### config.mk
export PLATFORM = sky130hd
export DESIGN_NAME = escape_sequence_decoder_unit
export DESIGN_NICKNAME = d
export VERILOG_FILES = /design/src/esd_pkg.sv /design/src/esd_front.sv /design/src/esd_queue.sv /design/src/esd_back.sv /design/src/escape_sequence_decoder_unit.sv
export SDC_FILE = /design/constraint.sdc
export NUM_CORES = 1
export LEC_CHECK = 0
export ABC_CLOCK_PERIOD_IN_PS = 7210
export BUFFER_PORTS_ARGS = -buffer_cell sky130_fd_sc_hd__buf_2
export CORE_AREA = 2 2 83 165
export DETAILED_ROUTE_END_ITERATION = 8
export DIE_AREA = 0 0 85 167
export PLACE_DENSITY_LB_ADDON = 0.25
export SYNTH_ARGS = -nofsm -noshare
export SYNTH_HDL_FRONTEND = slang
export SYNTH_HIERARCHICAL = 1
export SYNTH_SLANG_ARGS = --single-unit
export TNS_END_PERCENT = 50
### constraint.sdc
create_clock -name clk -period 7.21 [get_ports clk]
set_input_delay 0.721 -clock clk [delete_from_list [all_inputs] [get_ports clk]]
set_output_delay 0.721 -clock clk [all_outputs]
set_load 0.01 [all_outputs]
### src/esd_pkg.sv
`timescale 1ns / 1ps
`default_nettype none

package esd_pkg;

  // Decoder modes.
  typedef enum logic [1:0] {
    MODE_NORMAL = 2'd0,
    MODE_ESCAPE = 2'd1,
    MODE_OCTAL  = 2'd2,
    MODE_HEX    = 2'd3
  } mode_t;

  // Character codes.
  localparam logic [7:0] CH_NUL       = 8'h00;
  localparam logic [7:0] CH_BACKSLASH = 8'h5C;
  localparam logic [7:0] CH_ZERO      = 8'h30;
  localparam logic [7:0] CH_SEVEN     = 8'h37;
  localparam logic [7:0] CH_NINE      = 8'h39;
  localparam logic [7:0] CH_X         = 8'h78;
  localparam logic [7:0] CH_LC_A      = 8'h61;
  localparam logic [7:0] CH_LC_B      = 8'h62;
  localparam logic [7:0] CH_LC_F      = 8'h66;
  localparam logic [7:0] CH_LC_N      = 8'h6E;
  localparam logic [7:0] CH_LC_R      = 8'h72;
  localparam logic [7:0] CH_LC_T      = 8'h74;
  localparam logic [7:0] CH_LC_V      = 8'h76;
  localparam logic [7:0] CH_UC_A      = 8'h41;
  localparam logic [7:0] CH_UC_F      = 8'h46;

  // Control codes produced by the letter escapes.
  localparam logic [7:0] CODE_BEL = 8'd7;
  localparam logic [7:0] CODE_BS  = 8'd8;
  localparam logic [7:0] CODE_FF  = 8'd12;
  localparam logic [7:0] CODE_LF  = 8'd10;
  localparam logic [7:0] CODE_CR  = 8'd13;
  localparam logic [7:0] CODE_TAB = 8'd9;
  localparam logic [7:0] CODE_VT  = 8'd11;

  // Digit run lengths.
  localparam logic [1:0] OCT_DIGITS = 2'd3;
  localparam logic [1:0] HEX_DIGITS = 2'd2;

  // Result queue geometry.
  localparam int Q_DEPTH = 4;
  localparam int Q_AW    = $clog2(Q_DEPTH);
  localparam int Q_CW    = $clog2(Q_DEPTH + 1);

  // One decoded result.
  typedef struct packed {
    logic [7:0] data;
    logic       last;
  } res_t;

  // Up to two results produced by one accepted character.
  typedef struct packed {
    logic v0;
    logic v1;
    res_t r0;
    res_t r1;
  } push_t;

  typedef struct packed {
    logic       ok;
    logic [3:0] val;
  } hex_t;

  function automatic logic [7:0] map_escape(input logic [7:0] c);
    logic [7:0] m;
    unique case (c)
      CH_LC_A: m = CODE_BEL;
      CH_LC_B: m = CODE_BS;
      CH_LC_F: m = CODE_FF;
      CH_LC_N: m = CODE_LF;
      CH_LC_R: m = CODE_CR;
      CH_LC_T: m = CODE_TAB;
      CH_LC_V: m = CODE_VT;
      default: m = c;
    endcase
    return m;
  endfunction

  function automatic hex_t hex_decode(input logic [7:0] c);
    hex_t h;
    h.ok  = 1'b0;
    h.val = 4'd0;
    if (c >= CH_ZERO && c <= CH_NINE) begin
      h.ok  = 1'b1;
      h.val = c[3:0];
    end else if ((c >= CH_LC_A && c <= CH_LC_F) || (c >= CH_UC_A && c <= CH_UC_F)) begin
      h.ok  = 1'b1;
      h.val = c[3:0] + 4'd9;
    end
    return h;
  endfunction

endpackage

`default_nettype wire

### src/esd_front.sv
`timescale 1ns / 1ps
`default_nettype none

module esd_front (
  input  wire logic           clk,
  input  wire logic           rst_n,
  input  wire logic           fire,
  input  wire logic           kind,
  input  wire logic [7:0]     ch,
  output esd_pkg::push_t      push
);
  import esd_pkg::*;

  mode_t      mode_r, mode_nxt;
  logic [8:0] accum_r, accum_nxt;
  logic [1:0] cnt_r, cnt_nxt;

  logic       is_end;
  logic       is_bs;
  logic       oct_ok;
  hex_t       hx;
  logic       hex_ok;
  logic [8:0] oct_acc;
  logic [8:0] hex_acc;
  logic [1:0] cnt_inc;
  logic       run_set;
  res_t       term_res;
  res_t       char_res;

  assign is_end   = kind | (ch == CH_NUL);
  assign is_bs    = !is_end && (ch == CH_BACKSLASH);
  assign oct_ok   = !is_end && (ch >= CH_ZERO) && (ch <= CH_SEVEN);
  assign hx       = hex_decode(ch);
  assign hex_ok   = !is_end && hx.ok;
  assign oct_acc  = {accum_r[5:0], ch[2:0]};
  assign hex_acc  = {accum_r[4:0], hx.val};
  assign cnt_inc  = cnt_r + 2'd1;
  assign run_set  = (cnt_r != 2'd0);
  assign term_res = '{data: CH_NUL, last: 1'b1};
  assign char_res = '{data: ch, last: 1'b0};

  // Next state.
  always_comb begin
    mode_nxt  = mode_r;
    accum_nxt = accum_r;
    cnt_nxt   = cnt_r;
    if (fire) begin
      unique case (mode_r)
        MODE_NORMAL: begin
          if (is_bs) mode_nxt = MODE_ESCAPE;
        end
        MODE_ESCAPE: begin
          accum_nxt = 9'd0;
          cnt_nxt   = 2'd0;
          if (is_end) begin
            mode_nxt = MODE_NORMAL;
          end else if (ch == CH_ZERO) begin
            mode_nxt = MODE_OCTAL;
          end else if (ch == CH_X) begin
            mode_nxt = MODE_HEX;
          end else begin
            mode_nxt = MODE_NORMAL;
          end
        end
        MODE_OCTAL: begin
          if (oct_ok && cnt_inc != OCT_DIGITS) begin
            accum_nxt = oct_acc;
            cnt_nxt   = cnt_inc;
          end else begin
            accum_nxt = 9'd0;
            cnt_nxt   = 2'd0;
            mode_nxt  = (!oct_ok && is_bs) ? MODE_ESCAPE : MODE_NORMAL;
          end
        end
        MODE_HEX: begin
          if (hex_ok && cnt_inc != HEX_DIGITS) begin
            accum_nxt = hex_acc;
            cnt_nxt   = cnt_inc;
          end else begin
            accum_nxt = 9'd0;
            cnt_nxt   = 2'd0;
            mode_nxt  = (!hex_ok && is_bs) ? MODE_ESCAPE : MODE_NORMAL;
          end
        end
        default: mode_nxt = MODE_NORMAL;
      endcase
    end
  end

  // Results. A second result only appears when a digit run is closed by a
  // character that then produces its own output.
  always_comb begin
    push = '0;
    if (fire) begin
      unique case (mode_r)
        MODE_NORMAL: begin
          if (is_end) begin
            push.v0 = 1'b1;
            push.r0 = term_res;
          end else if (!is_bs) begin
            push.v0 = 1'b1;
            push.r0 = char_res;
          end
        end
        MODE_ESCAPE: begin
          if (is_end) begin
            push.v0 = 1'b1;
            push.r0 = term_res;
          end else if (ch != CH_ZERO && ch != CH_X) begin
            push.v0 = 1'b1;
            push.r0 = '{data: map_escape(ch), last: 1'b0};
          end
        end
        MODE_OCTAL: begin
          if (oct_ok) begin
            if (cnt_inc == OCT_DIGITS) begin
              push.v0 = 1'b1;
              push.r0 = '{data: oct_acc[7:0], last: 1'b0};
            end
          end else begin
            push.v0 = 1'b1;
            push.r0 = '{data: run_set ? accum_r[7:0] : CH_ZERO, last: 1'b0};
            push.v1 = !is_bs;
            push.r1 = is_end ? term_res : char_res;
          end
        end
        MODE_HEX: begin
          if (hex_ok) begin
            if (cnt_inc == HEX_DIGITS) begin
              push.v0 = 1'b1;
              push.r0 = '{data: hex_acc[7:0], last: 1'b0};
            end
          end else begin
            push.v0 = 1'b1;
            push.r0 = '{data: run_set ? accum_r[7:0] : CH_X, last: 1'b0};
            push.v1 = !is_bs;
            push.r1 = is_end ? term_res : char_res;
          end
        end
        default: push = '0;
      endcase
    end
  end

  always_ff @(posedge clk) begin
    if (!rst_n) begin
      mode_r  <= MODE_NORMAL;
      accum_r <= 9'd0;
      cnt_r   <= 2'd0;
    end else begin
      mode_r  <= mode_nxt;
      accum_r <= accum_nxt;
      cnt_r   <= cnt_nxt;
    end
  end

endmodule

`default_nettype wire

### src/esd_queue.sv
`timescale 1ns / 1ps
`default_nettype none

module esd_queue (
  input  wire logic           clk,
  input  wire logic           rst_n,
  input  wire esd_pkg::push_t push,
  input  wire logic           pop,
  output logic                space,
  output logic                nonempty,
  output esd_pkg::res_t       head
);
  import esd_pkg::*;

  res_t              mem [Q_DEPTH];
  logic [Q_AW-1:0]   wr_ptr_r, wr_ptr_nxt;
  logic [Q_AW-1:0]   rd_ptr_r, rd_ptr_nxt;
  logic [Q_CW-1:0]   cnt_r, cnt_nxt;

  // Room for the worst case of two results from the next character.
  assign space    = (cnt_r <= Q_CW'(Q_DEPTH - 2));
  assign nonempty = (cnt_r != '0);
  assign head     = mem[rd_ptr_r];

  always_comb begin
    wr_ptr_nxt = wr_ptr_r + Q_AW'(push.v0) + Q_AW'(push.v1);
    rd_ptr_nxt = rd_ptr_r + Q_AW'(pop);
    cnt_nxt    = cnt_r + Q_CW'(push.v0) + Q_CW'(push.v1) - Q_CW'(pop);
  end

  always_ff @(posedge clk) begin
    if (push.v0) mem[wr_ptr_r] <= push.r0;
    if (push.v1) mem[wr_ptr_r + Q_AW'(1)] <= push.r1;
  end

  always_ff @(posedge clk) begin
    if (!rst_n) begin
      wr_ptr_r <= '0;
      rd_ptr_r <= '0;
      cnt_r    <= '0;
    end else begin
      wr_ptr_r <= wr_ptr_nxt;
      rd_ptr_r <= rd_ptr_nxt;
      cnt_r    <= cnt_nxt;
    end
  end

endmodule

`default_nettype wire

### src/esd_back.sv
`timescale 1ns / 1ps
`default_nettype none

module esd_back (
  input  wire logic           clk,
  input  wire logic           rst_n,
  input  wire logic           q_nonempty,
  input  wire esd_pkg::res_t  q_head,
  output logic                pop,
  output logic                out_tvalid,
  input  wire logic           out_tready,
  output logic [7:0]          out_tdata,
  output logic                out_tlast
);
  import esd_pkg::*;

  logic valid_r, valid_nxt;
  res_t res_r;

  // Refill the output register whenever it is empty or being drained.
  assign pop = q_nonempty && (!valid_r || out_tready);

  always_comb begin
    if (pop) begin
      valid_nxt = 1'b1;
    end else if (out_tready) begin
      valid_nxt = 1'b0;
    end else begin
      valid_nxt = valid_r;
    end
  end

  always_ff @(posedge clk) begin
    if (!rst_n) begin
      valid_r <= 1'b0;
    end else begin
      valid_r <= valid_nxt;
    end
  end

  always_ff @(posedge clk) begin
    if (pop) res_r <= q_head;
  end

  assign out_tvalid = valid_r;
  assign out_tdata  = res_r.data;
  assign out_tlast  = res_r.last;

endmodule

`default_nettype wire

### src/escape_sequence_decoder_unit.sv
`timescale 1ns / 1ps
`default_nettype none

// Channel   Direction  tdata (low bit up)   tuser / tlast
// in_       slave      [7:0] ch             tuser: kind (1 = end of string)
// out_      master     [7:0] out_byte       tlast: is_end (terminator)
//
// One character is accepted per cycle while in_tready is high. The decoder front
// is combinational, so a result is registered first in the result queue and
// then in the output register; the second result of a character follows the
// first out of the queue.
// A character that closes a digit run and yields its own output pushes two
// results while the output drains at most one per cycle, so a run of such
// characters builds up the four-entry result queue and in_tready drops
// whenever fewer than two entries are free, until the output side catches up.
// Reset is synchronous and active low; it returns the decoder to normal mode
// and empties the queue and output register.

module escape_sequence_decoder_unit (
  input  wire logic       clk,
  input  wire logic       rst_n,
  // Input characters.
  input  wire logic       in_tvalid,
  output logic            in_tready,
  input  wire logic [7:0] in_tdata,   // [7:0] ch
  input  wire logic       in_tuser,   // [0] kind
  // Decoded bytes.
  output logic            out_tvalid,
  input  wire logic       out_tready,
  output logic [7:0]      out_tdata,  // [7:0] out_byte
  output logic            out_tlast
);
  import esd_pkg::*;

  logic  in_fire;
  push_t push;
  logic  q_space;
  logic  q_nonempty;
  logic  q_pop;
  res_t  q_head;

  // The front only takes a character when the queue can hold both of the
  // results it might produce, so it never has to stall mid-transaction.
  assign in_tready = q_space;
  assign in_fire   = in_tvalid && in_tready;

  // Front: escape state machine that classifies each character and forms
  // zero, one or two results.
  esd_front u_front (
    .clk   (clk),
    .rst_n (rst_n),
    .fire  (in_fire),
    .kind  (in_tuser),
    .ch    (in_tdata),
    .push  (push)
  );

  // Short queue that decouples the decoder from output back-pressure.
  esd_queue u_queue (
    .clk      (clk),
    .rst_n    (rst_n),
    .push     (push),
    .pop      (q_pop),
    .space    (q_space),
    .nonempty (q_nonempty),
    .head     (q_head)
  );

  // Back: registered output stage that hands results to the consumer.
  esd_back u_back (
    .clk        (clk),
    .rst_n      (rst_n),
    .q_nonempty (q_nonempty),
    .q_head     (q_head),
    .pop        (q_pop),
    .out_tvalid (out_tvalid),
    .out_tready (out_tready),
    .out_tdata  (out_tdata),
    .out_tlast  (out_tlast)
  );

endmodule

`default_nettype wire

Word-level counts from Yosys, hierarchy flattened --
Memories as Yosys holds them, arrays and structs flattened. A register that Yosys moved wholly into a read port is not among the register bits. Cells that the tools add are included.
Storage, ports and cells: memories 1, bits of input ports 13, memory bits (writable) 36, flip-flop bits (word level) 20, logic and storage cells 129
Memories:
- u_queue.mem | depth 4, width 9, read ports 1, clocked after Yosys merged registers in 1, write ports 2, RTL line esd_queue.sv:15 | res_t mem [Q_DEPTH];
Operators by class: multiplexer cells 52, bitwise gates (word level) 1, reduce and logical (&&, ||, !) cells 29, magnitude comparators 8, add/subtract/negate cells 9, equal/unequal tests 22
Operators by type and width (count):
- two-way mux 9 bit | 11
- == test 8 x 7 -> 1 bit, second input constant | 9
- case mux 8 bit (7 select lines) | 1
- case mux 9 bit (4 select lines) | 1
- two-way mux 8 bit | 4
- case mux 8 bit (3 select lines) | 1
- two-way mux 20 bit | 1
- two-way mux 1 bit | 18
- case mux 9 bit (2 select lines) | 1
- greater-or-equal comparator 8 x 7 -> 1 bit, second input constant | 2
- less-or-equal comparator 8 x 6 -> 1 bit, second input constant | 2
- less-or-equal comparator 8 x 7 -> 1 bit, second input constant | 2
- two-way mux 2 bit | 8
- logical AND 1 bit | 14
- two-way mux 5 bit | 2
- == test 2 bit, second input constant | 4
- == test 8 x 6 -> 1 bit, second input constant | 1
- greater-or-equal comparator 8 x 6 -> 1 bit, second input constant | 1
- zero test 8 bit | 1
- inequality test 2 bit, second input constant | 4
- inequality test 8 x 6 -> 1 bit, second input constant | 1
- inequality test 8 x 7 -> 1 bit, second input constant | 1
- case mux 2 bit (4 select lines) | 1
- adder 2 x 1 -> 2 bit | 3
- other kinds (18) | 27

Longest topological paths before layout --
Gate-level depths: netlist of the first run.
depth after elaboration 12, mapped depth 16, gate-level depth less buffers 14

Hierarchy --
The synthesis of the first run kept the hierarchy.
By module, submodules not included:
- esd_queue | area an instance 2202.1 µm², sequential area each 1221.2 µm², cells each 128, times used 1
- esd_front | area an instance 1672.9 µm², sequential area each 240.2 µm², cells each 240, times used 1
- esd_back | area an instance 317.8 µm², sequential area each 290.3 µm², cells each 13, times used 1
- escape_sequence_decoder_unit | area an instance 6.3 µm², sequential area each 0.0 µm², cells each 1, times used 1

Worst setup path before layout of the first run --
Ideal clock, no wire load.
path kind in2reg, start point input in_tdata[0], end point register u_queue.cnt_r[2], stages 16, library setup time 115 ps, slack 3322 ps, path buffers 2, arrival 3773 ps, cells stage by stage clkbuf_2 inv_1 ha_1 buf_4 nor3b_2 nand4bb_1 nand2_2 a311o_1 a21oi_1 inv_1 ha_1 inv_1 fa_1 fa_1 xnor2_1 and2_1
RTL lines:
- start: declaration | RTL line escape_sequence_decoder_unit.sv:25 | input wire logic [7:0] in_tdata,
- end signal: assignment | RTL line esd_queue.sv:44 | cnt_r <= cnt_nxt;
- end: declaration | RTL line esd_queue.sv:18 | logic [Q_CW-1:0] cnt_r, cnt_nxt;

==> results_dict.tcl, run 1 <==
set metrics [dict create \
    synth_compound_area_share_pct 14.7 \
    clockRootBuffer "clkbuf_16" \
    nets 421 \
    synth_cell_types 78 \
    cp-end-kind "flop" \
    gp_routability_congestion 0.938 \
    postSynthAreaPerCell_um2 11.0 \
    initial_core_util_pct 32.5 \
    core-area_um2 12900 \
    synth_xor_area_share_pct 0.834 \
    wl_per_cell_um 21.0 \
    finalHoldViolCount 0 \
    post-cts-setup-buffer-count 0 \
    viasPerCell 5.77 \
    die_area_um2 14200 \
    die_y_um 167 \
    synth_top_family_by_area "simple AND/OR/NAND/NOR gates" \
    netlist_area_um2 4200 \
    synthesis.nets 408 \
    fmax_mhz 242 \
    grt_pass1_vias 3291 \
    antenna_cells 0 \
    worstPathMaxFanout 12 \
    h-tree-depth 3 \
    cts_resized 0 \
    crit_required_ns 7.24 \
    cts_made_buffers 9 \
    tightest_slew_ns 1.03 \
    status "complete, no violations" \
    period_needed_ns 4.13 \
    irDropWorstVdd_v 0.000113 \
    nFillCells 1275 \
    dr_total_vias 3185 \
    io-pin-count 24 \
    dominantRegCellSynth "edfxtp_1" \
    tns_ns 0 \
    clk_pin_slew_ns 0.06 \
    synth.top_cell.area_share_pct 32.2 \
    synthAdderAreaFrac_pct 4.41 \
    stdcell_count 552 \
    finalSetupViolations 0 \
    placedCellCount 536 \
    yosysMostFrequentCell "edfxtp_1" \
    grt_pass1_wl_um 18200 \
    leakage_nw 1.71 \
    clk_path_buf_depth 2 \
    drv_slew 0 \
    synthArstFlopShare_pct 0 \
    cts_tree "built" \
    ant_nets 0 \
    cp-start-kind "input port" \
    worstHoldPathType "reg -> reg" \
    drive_gt1_share_pct 26.0 \
    syn_inst 382 \
    ys_ff_latch 65 \
    synthTopCellsByArea "edfxtp_1 (32%), dfxtp_1 (9.5%), mux2_2 (7.2%), mux4_2 (4.8%), mux2_4 (3.2%)" \
    ctsHoldBuffers 0 \
    cts_sinks 65 \
    synth_seq_area_share_pct 41.7 \
    path_class "in -> reg" \
    powerDensity_nw_per_um2 271 \
    synth-simple-area-share_pct 18.4 \
    hpwl_um 9160 \
    cp.arrival_ns 4.15 \
    grt_setup_unrepaired "no" \
    die_w_um 85 \
    grt.overflow.total 0 \
    fin_crit_sh_pct 57.3 \
    fin_skew_ns 0.00936 \
    grt_max_degree 23 \
    route.detailed.drc 0 \
    clk_latency_ns 0.33 \
    syn_to_final_growth_pct 11.6 \
    drv_cap 0 \
    placement_rows 59 \
    ys_warn_count 6 \
    wl_um 11600 \
    yosys.area.top_type "edfxtp_1" \
    synth-edff-count 45 \
    netlist_top_cells_count "edfxtp_1 (45), mux2_2 (27), nand2_1 (27), dfxtp_1 (20), o21ai_0 (20)" \
    dr.pass1.iters 6 \
    antenna_found_initial 0 \
    slew_headroom_pct 30.9 \
    muxShareOfSynthArea_pct 15.5 \
    drtIter0Drc 243 \
    grt_use_total_pct 16.9 \
    port_buffers 23 \
]
## power breakdown
part | internal [W] | switching, W
sequential | 0.000497 | 0.0000460
clock | 0.000257 | 0.000169
combinational | 0.000147 | 0.000156
## layout by cell type (no fill, tap or decap), drive strengths merged, types with 9 or more instances in the layout
cell type / n
clkbuf: 10
edfxtp: 45
nand3: 10
dfxtp: 20
nand2: 28
buf: 25
a21oi: 14
o21ai: 22
and2: 17
ha: 10
nor3: 9
inv: 18
nor2: 17
mux4: 9
mux2: 36
## routing by layer
layer,up-vias,wire [um],global-route usage [%]
met1,1549,3780,15.1
met5,-,0,0
li1,1493,-,-
met2,99,6800,33.5
met4,0,722,11.2
met3,44,298,1.88
## logic make-up (layout without fill, tap and decap cells)
kind of cell / Yosys count / count (layout)
multiplexers: 46 / 46
flip-flops: 65 / 65
buffers and inverters: 37 / 55
AND/OR/NAND/NOR: 128 / 128
adder cells (fa/ha/maj): 13 / 13
AO/OA/AOI/OAI: 89 / 89
XOR/XNOR: 4 / 4
## through the flow
| stage | hold slack (ns) | power (W) | area (um^2) | setup slack, ns | utilization (%) |
|---|---|---|---|---|---|
| final | 0.479 | 0.00127 | 4690 | 3.08 | 36.3 |
| after global routing | 0.509 | 0.00135 | 4690 | 2.82 | 36.3 |
| after CTS | 0.481 | 0.00129 | 4690 | 3.08 | 36.3 |
| after detailed placement | 0.471 | 0.000863 | 4390 | 2.76 | 34.0 |
| after global placement | 0.458 | 0.000856 | 4390 | 2.85 | 34.0 |
| after floorplan | 0.420 | 0.000772 | 4200 | 3.32 | - |
## worst paths after layout
check	from	end	slack (ns)	cells past startpoint
max	in_tdata[0]	u_queue/mem[2][1]	3.08	11
max reg2reg	u_queue/cnt_r[1]	u_queue/cnt_r[2]	3.60	14
min	u_front/cnt_r[1]	u_front/cnt_r[1]	0.48	2
min reg2reg	u_front/cnt_r[1]	u_front/cnt_r[1]	0.48	2
## final cells by class
cell class | instances | area, um^2 | share of cell area (%)
sequential | 65 | 1750 | 37.4
timing repair buffer | 25 | 130 | 2.78
clock inverter | 6 | 45.0 | 0.961
clock buffer | 10 | 250 | 5.34
multi-input combinational | 280 | 2270 | 48.4
tap | 152 | 190 | 4.06
inverter | 14 | 52.6 | 1.12
## critical path: stages
cell      delay, ns
buf_2          0.16
inv_1          0.13
ha_1           0.37
nor4b_2        0.36
a21o_1         0.41
a21oi_1        0.11
o21ai_0        0.30
and3_1         0.46
nand3b_1       0.63
o21ai_0        0.26
buf_4          0.23
## state kept, by name, indices dropped and copies added, names as in the netlist, 2 cells and up
| signal | count |
|---|---|
| u_queue/wr_ptr_r | 2 |
| u_front/cnt_r | 2 |
| u_front/accum_r | 8 |
| u_back/out_tdata | 8 |
| u_queue/rd_ptr_r | 2 |
| u_queue/cnt_r | 3 |
| u_front/mode_r | 2 |
| u_queue/mem | 36 |
No activity file was read; power rests on OpenSTA's default activity.
==> run 2: changes to the inputs <==
--- a/config.mk
+++ b/config.mk
@@ -5,7 +5,7 @@
 export SDC_FILE = /design/constraint.sdc
 export NUM_CORES = 1
 export LEC_CHECK = 0
-export ABC_CLOCK_PERIOD_IN_PS = 7210
+export ABC_CLOCK_PERIOD_IN_PS = 4300
 export BUFFER_PORTS_ARGS = -buffer_cell sky130_fd_sc_hd__buf_2
 export CORE_AREA = 2 2 83 165
 export DETAILED_ROUTE_END_ITERATION = 8
==> constraint.sdc (replaced) <==
create_clock -name clk -period 4.3 [get_ports clk]
set_input_delay 0.43 -clock clk [delete_from_list [all_inputs] [get_ports clk]]
set_output_delay 0.43 -clock clk [all_outputs]
set_load 0.01 [all_outputs]
==> results_dict.tcl, run 2 (synthesized netlist as in run 1, its figures left out) <==
set metrics [dict create \
    die_area_um2 14200 \
    dr_total_vias 3167 \
    post-cts-setup-buffer-count 0 \
    cts_resized 0 \
    cp-end-kind "flop" \
    hpwl_um 8680 \
    cts_sinks 65 \
    grt_pass1_wl_um 17400 \
    leakage_nw 1.74 \
    core-area_um2 12900 \
    die_w_um 85 \
    irDropWorstVdd_v 0.000243 \
    reg2reg_depth 15 \
    drv_slew 0 \
    path_class "in -> reg" \
    pwr-share-comb_pct 25.9 \
    layout_commonest_cell "edfxtp_1" \
    placedCellCount 548 \
    clk_pin_slew_ns 0.05 \
    nFillCells 1286 \
    dr.pass1.iters 4 \
    grt_max_degree 21 \
    viasPerCell 5.62 \
    powerDensity_nw_per_um2 437 \
    reg2reg_to "u_queue/cnt_r[2]" \
    cts_tree "built" \
    clockRootBuffer "clkbuf_16" \
    cp.arrival_ns 3.73 \
    drv_cap 0 \
    ctsHoldBuffers 0 \
    io-pin-count 24 \
    grt_pass1_vias 3270 \
    tightest_slew_ns 0.779 \
    h-tree-depth 3 \
    port_buffers 23 \
    stdcell_count 564 \
    min_from "rst_n" \
    wl_per_cell_um 19.3 \
    crit_start "in_tdata[0]" \
    fin_hold_ws_ns 0.428 \
    route.detailed.drc 0 \
    drtIter0Drc 195 \
    syn_to_final_growth_pct 12.7 \
    pwr-share-clk_pct 30.3 \
    status "complete, no violations" \
    placement_rows 59 \
    period_needed_ns 3.52 \
    slew_headroom_pct 47.6 \
    finalHoldViolCount 0 \
    gp_routability_congestion 0.997 \
    finalSetupViolations 0 \
    worstPathMaxFanout 10 \
    die_y_um 167 \
    antenna_found_initial 0 \
    tns_ns 0 \
    clk_path_buf_depth 2 \
    clk_latency_ns 0.32 \
    crit_required_ns 4.51 \
    grt_setup_unrepaired "no" \
    fin_skew_ns 0.00624 \
    switchingPower_w 0.000582 \
    worstHoldPathType "in -> reg" \
    drive_gt1_share_pct 26.7 \
    wl_um 10900 \
    grt.overflow.total 0 \
    crit_path_end "u_queue/cnt_r[2]" \
    rr_startpoint "u_queue/cnt_r[1]" \
    r2r_slack_ns 1.12 \
    cts_made_buffers 9 \
    grt_use_total_pct 16.0 \
    seq_power_share_pct 43.7 \
    antenna_cells 0 \
    fin_crit_sh_pct 81.8 \
    internal_power_w 0.00149 \
    most-common-layout-cells "edfxtp_1 (45), nand2_1 (27), mux2_2 (27)" \
    initial_core_util_pct 32.5 \
    ant_nets 0 \
    largest_reg_flops 36 \
    fmax_mhz 284 \
    cp-start-kind "input port" \
    largest_register "u_queue/mem" \
    switching_share_pct 28.1 \
    nets 433 \
]
==> run 2: cell count changes in the layout (fill, tap and decap cells not counted), sizes merged <==
cell,previous run,this run
clkinv,1,3
clkbuf,10,12
buf,25,37
inv,18,14
==> run 2: power by group through the flow <==
stage	Combinational [W]	Clock (W)	Sequential (W)
after CTS	0.000549	0.000650	0.000911
final	0.000537	0.000628	0.000905
after floorplan	0.000393	0	0.000901
after global routing	0.000595	0.000675	0.000925
after global placement	0.000540	0	0.000919
after detailed placement	0.000546	0	0.000923
==> run 2: routing by layer <==
layer,wire length [um],global-route usage [%],up-vias
met5,0,0,-
met4,811,12.4,0
met3,252,1.68,48
met2,6170,30.3,99
met1,3630,14.8,1501
li1,-,-,1519
==> run 2: final cells by class <==
class	count	area, um^2	area share [%]
well taps	152	190	4.02
clock inverters	4	20.0	0.423
inverters	14	52.6	1.11
clock buffers	12	236	5.00
flip-flops and latches	65	1750	37.0
repair buffers	37	220	4.65
multi-input cells	280	2260	47.8
==> run 2: worst min path at each step <==
| stage | to | slack [ns] | depth (start not counted) |
|---|---|---|---|
| floorplan | u_front/accum_r[5] | 0.42 | 2 |
| global placement | u_front/cnt_r[1] | 0.47 | 2 |
| detailed placement | u_front/cnt_r[1] | 0.47 | 2 |
| CTS | u_back/out_tvalid | 0.42 | 2 |
| global route | u_back/out_tvalid | 0.44 | 3 |
| finish | u_back/out_tvalid | 0.43 | 2 |
==> run 2: critical path, stage by stage <==
cell and delay, ns:
buf_2 0.16, inv_1 0.15, ha_1 0.36, nor3b_2 0.27
nand4bb_1 0.24, nand2_2 0.10, a311o_1 0.39, a21oi_1 0.20
inv_1 0.08, ha_1 0.28, inv_1 0.04, fa_1 0.37
fa_1 0.38, xnor2_1 0.13, and2_1 0.15
==> run 2: stage by stage <==
stage	setup WS [ns]	power (W)	area [um^2]	utilization [%]
after global routing	0.490	0.00220	4730	36.6
after floorplan	0.703	0.00129	4200	-
after detailed placement	0.453	0.00147	4480	34.7
after global placement	0.552	0.00146	4480	34.7
final	0.785	0.00207	4730	36.6
after CTS	0.781	0.00211	4730	36.6
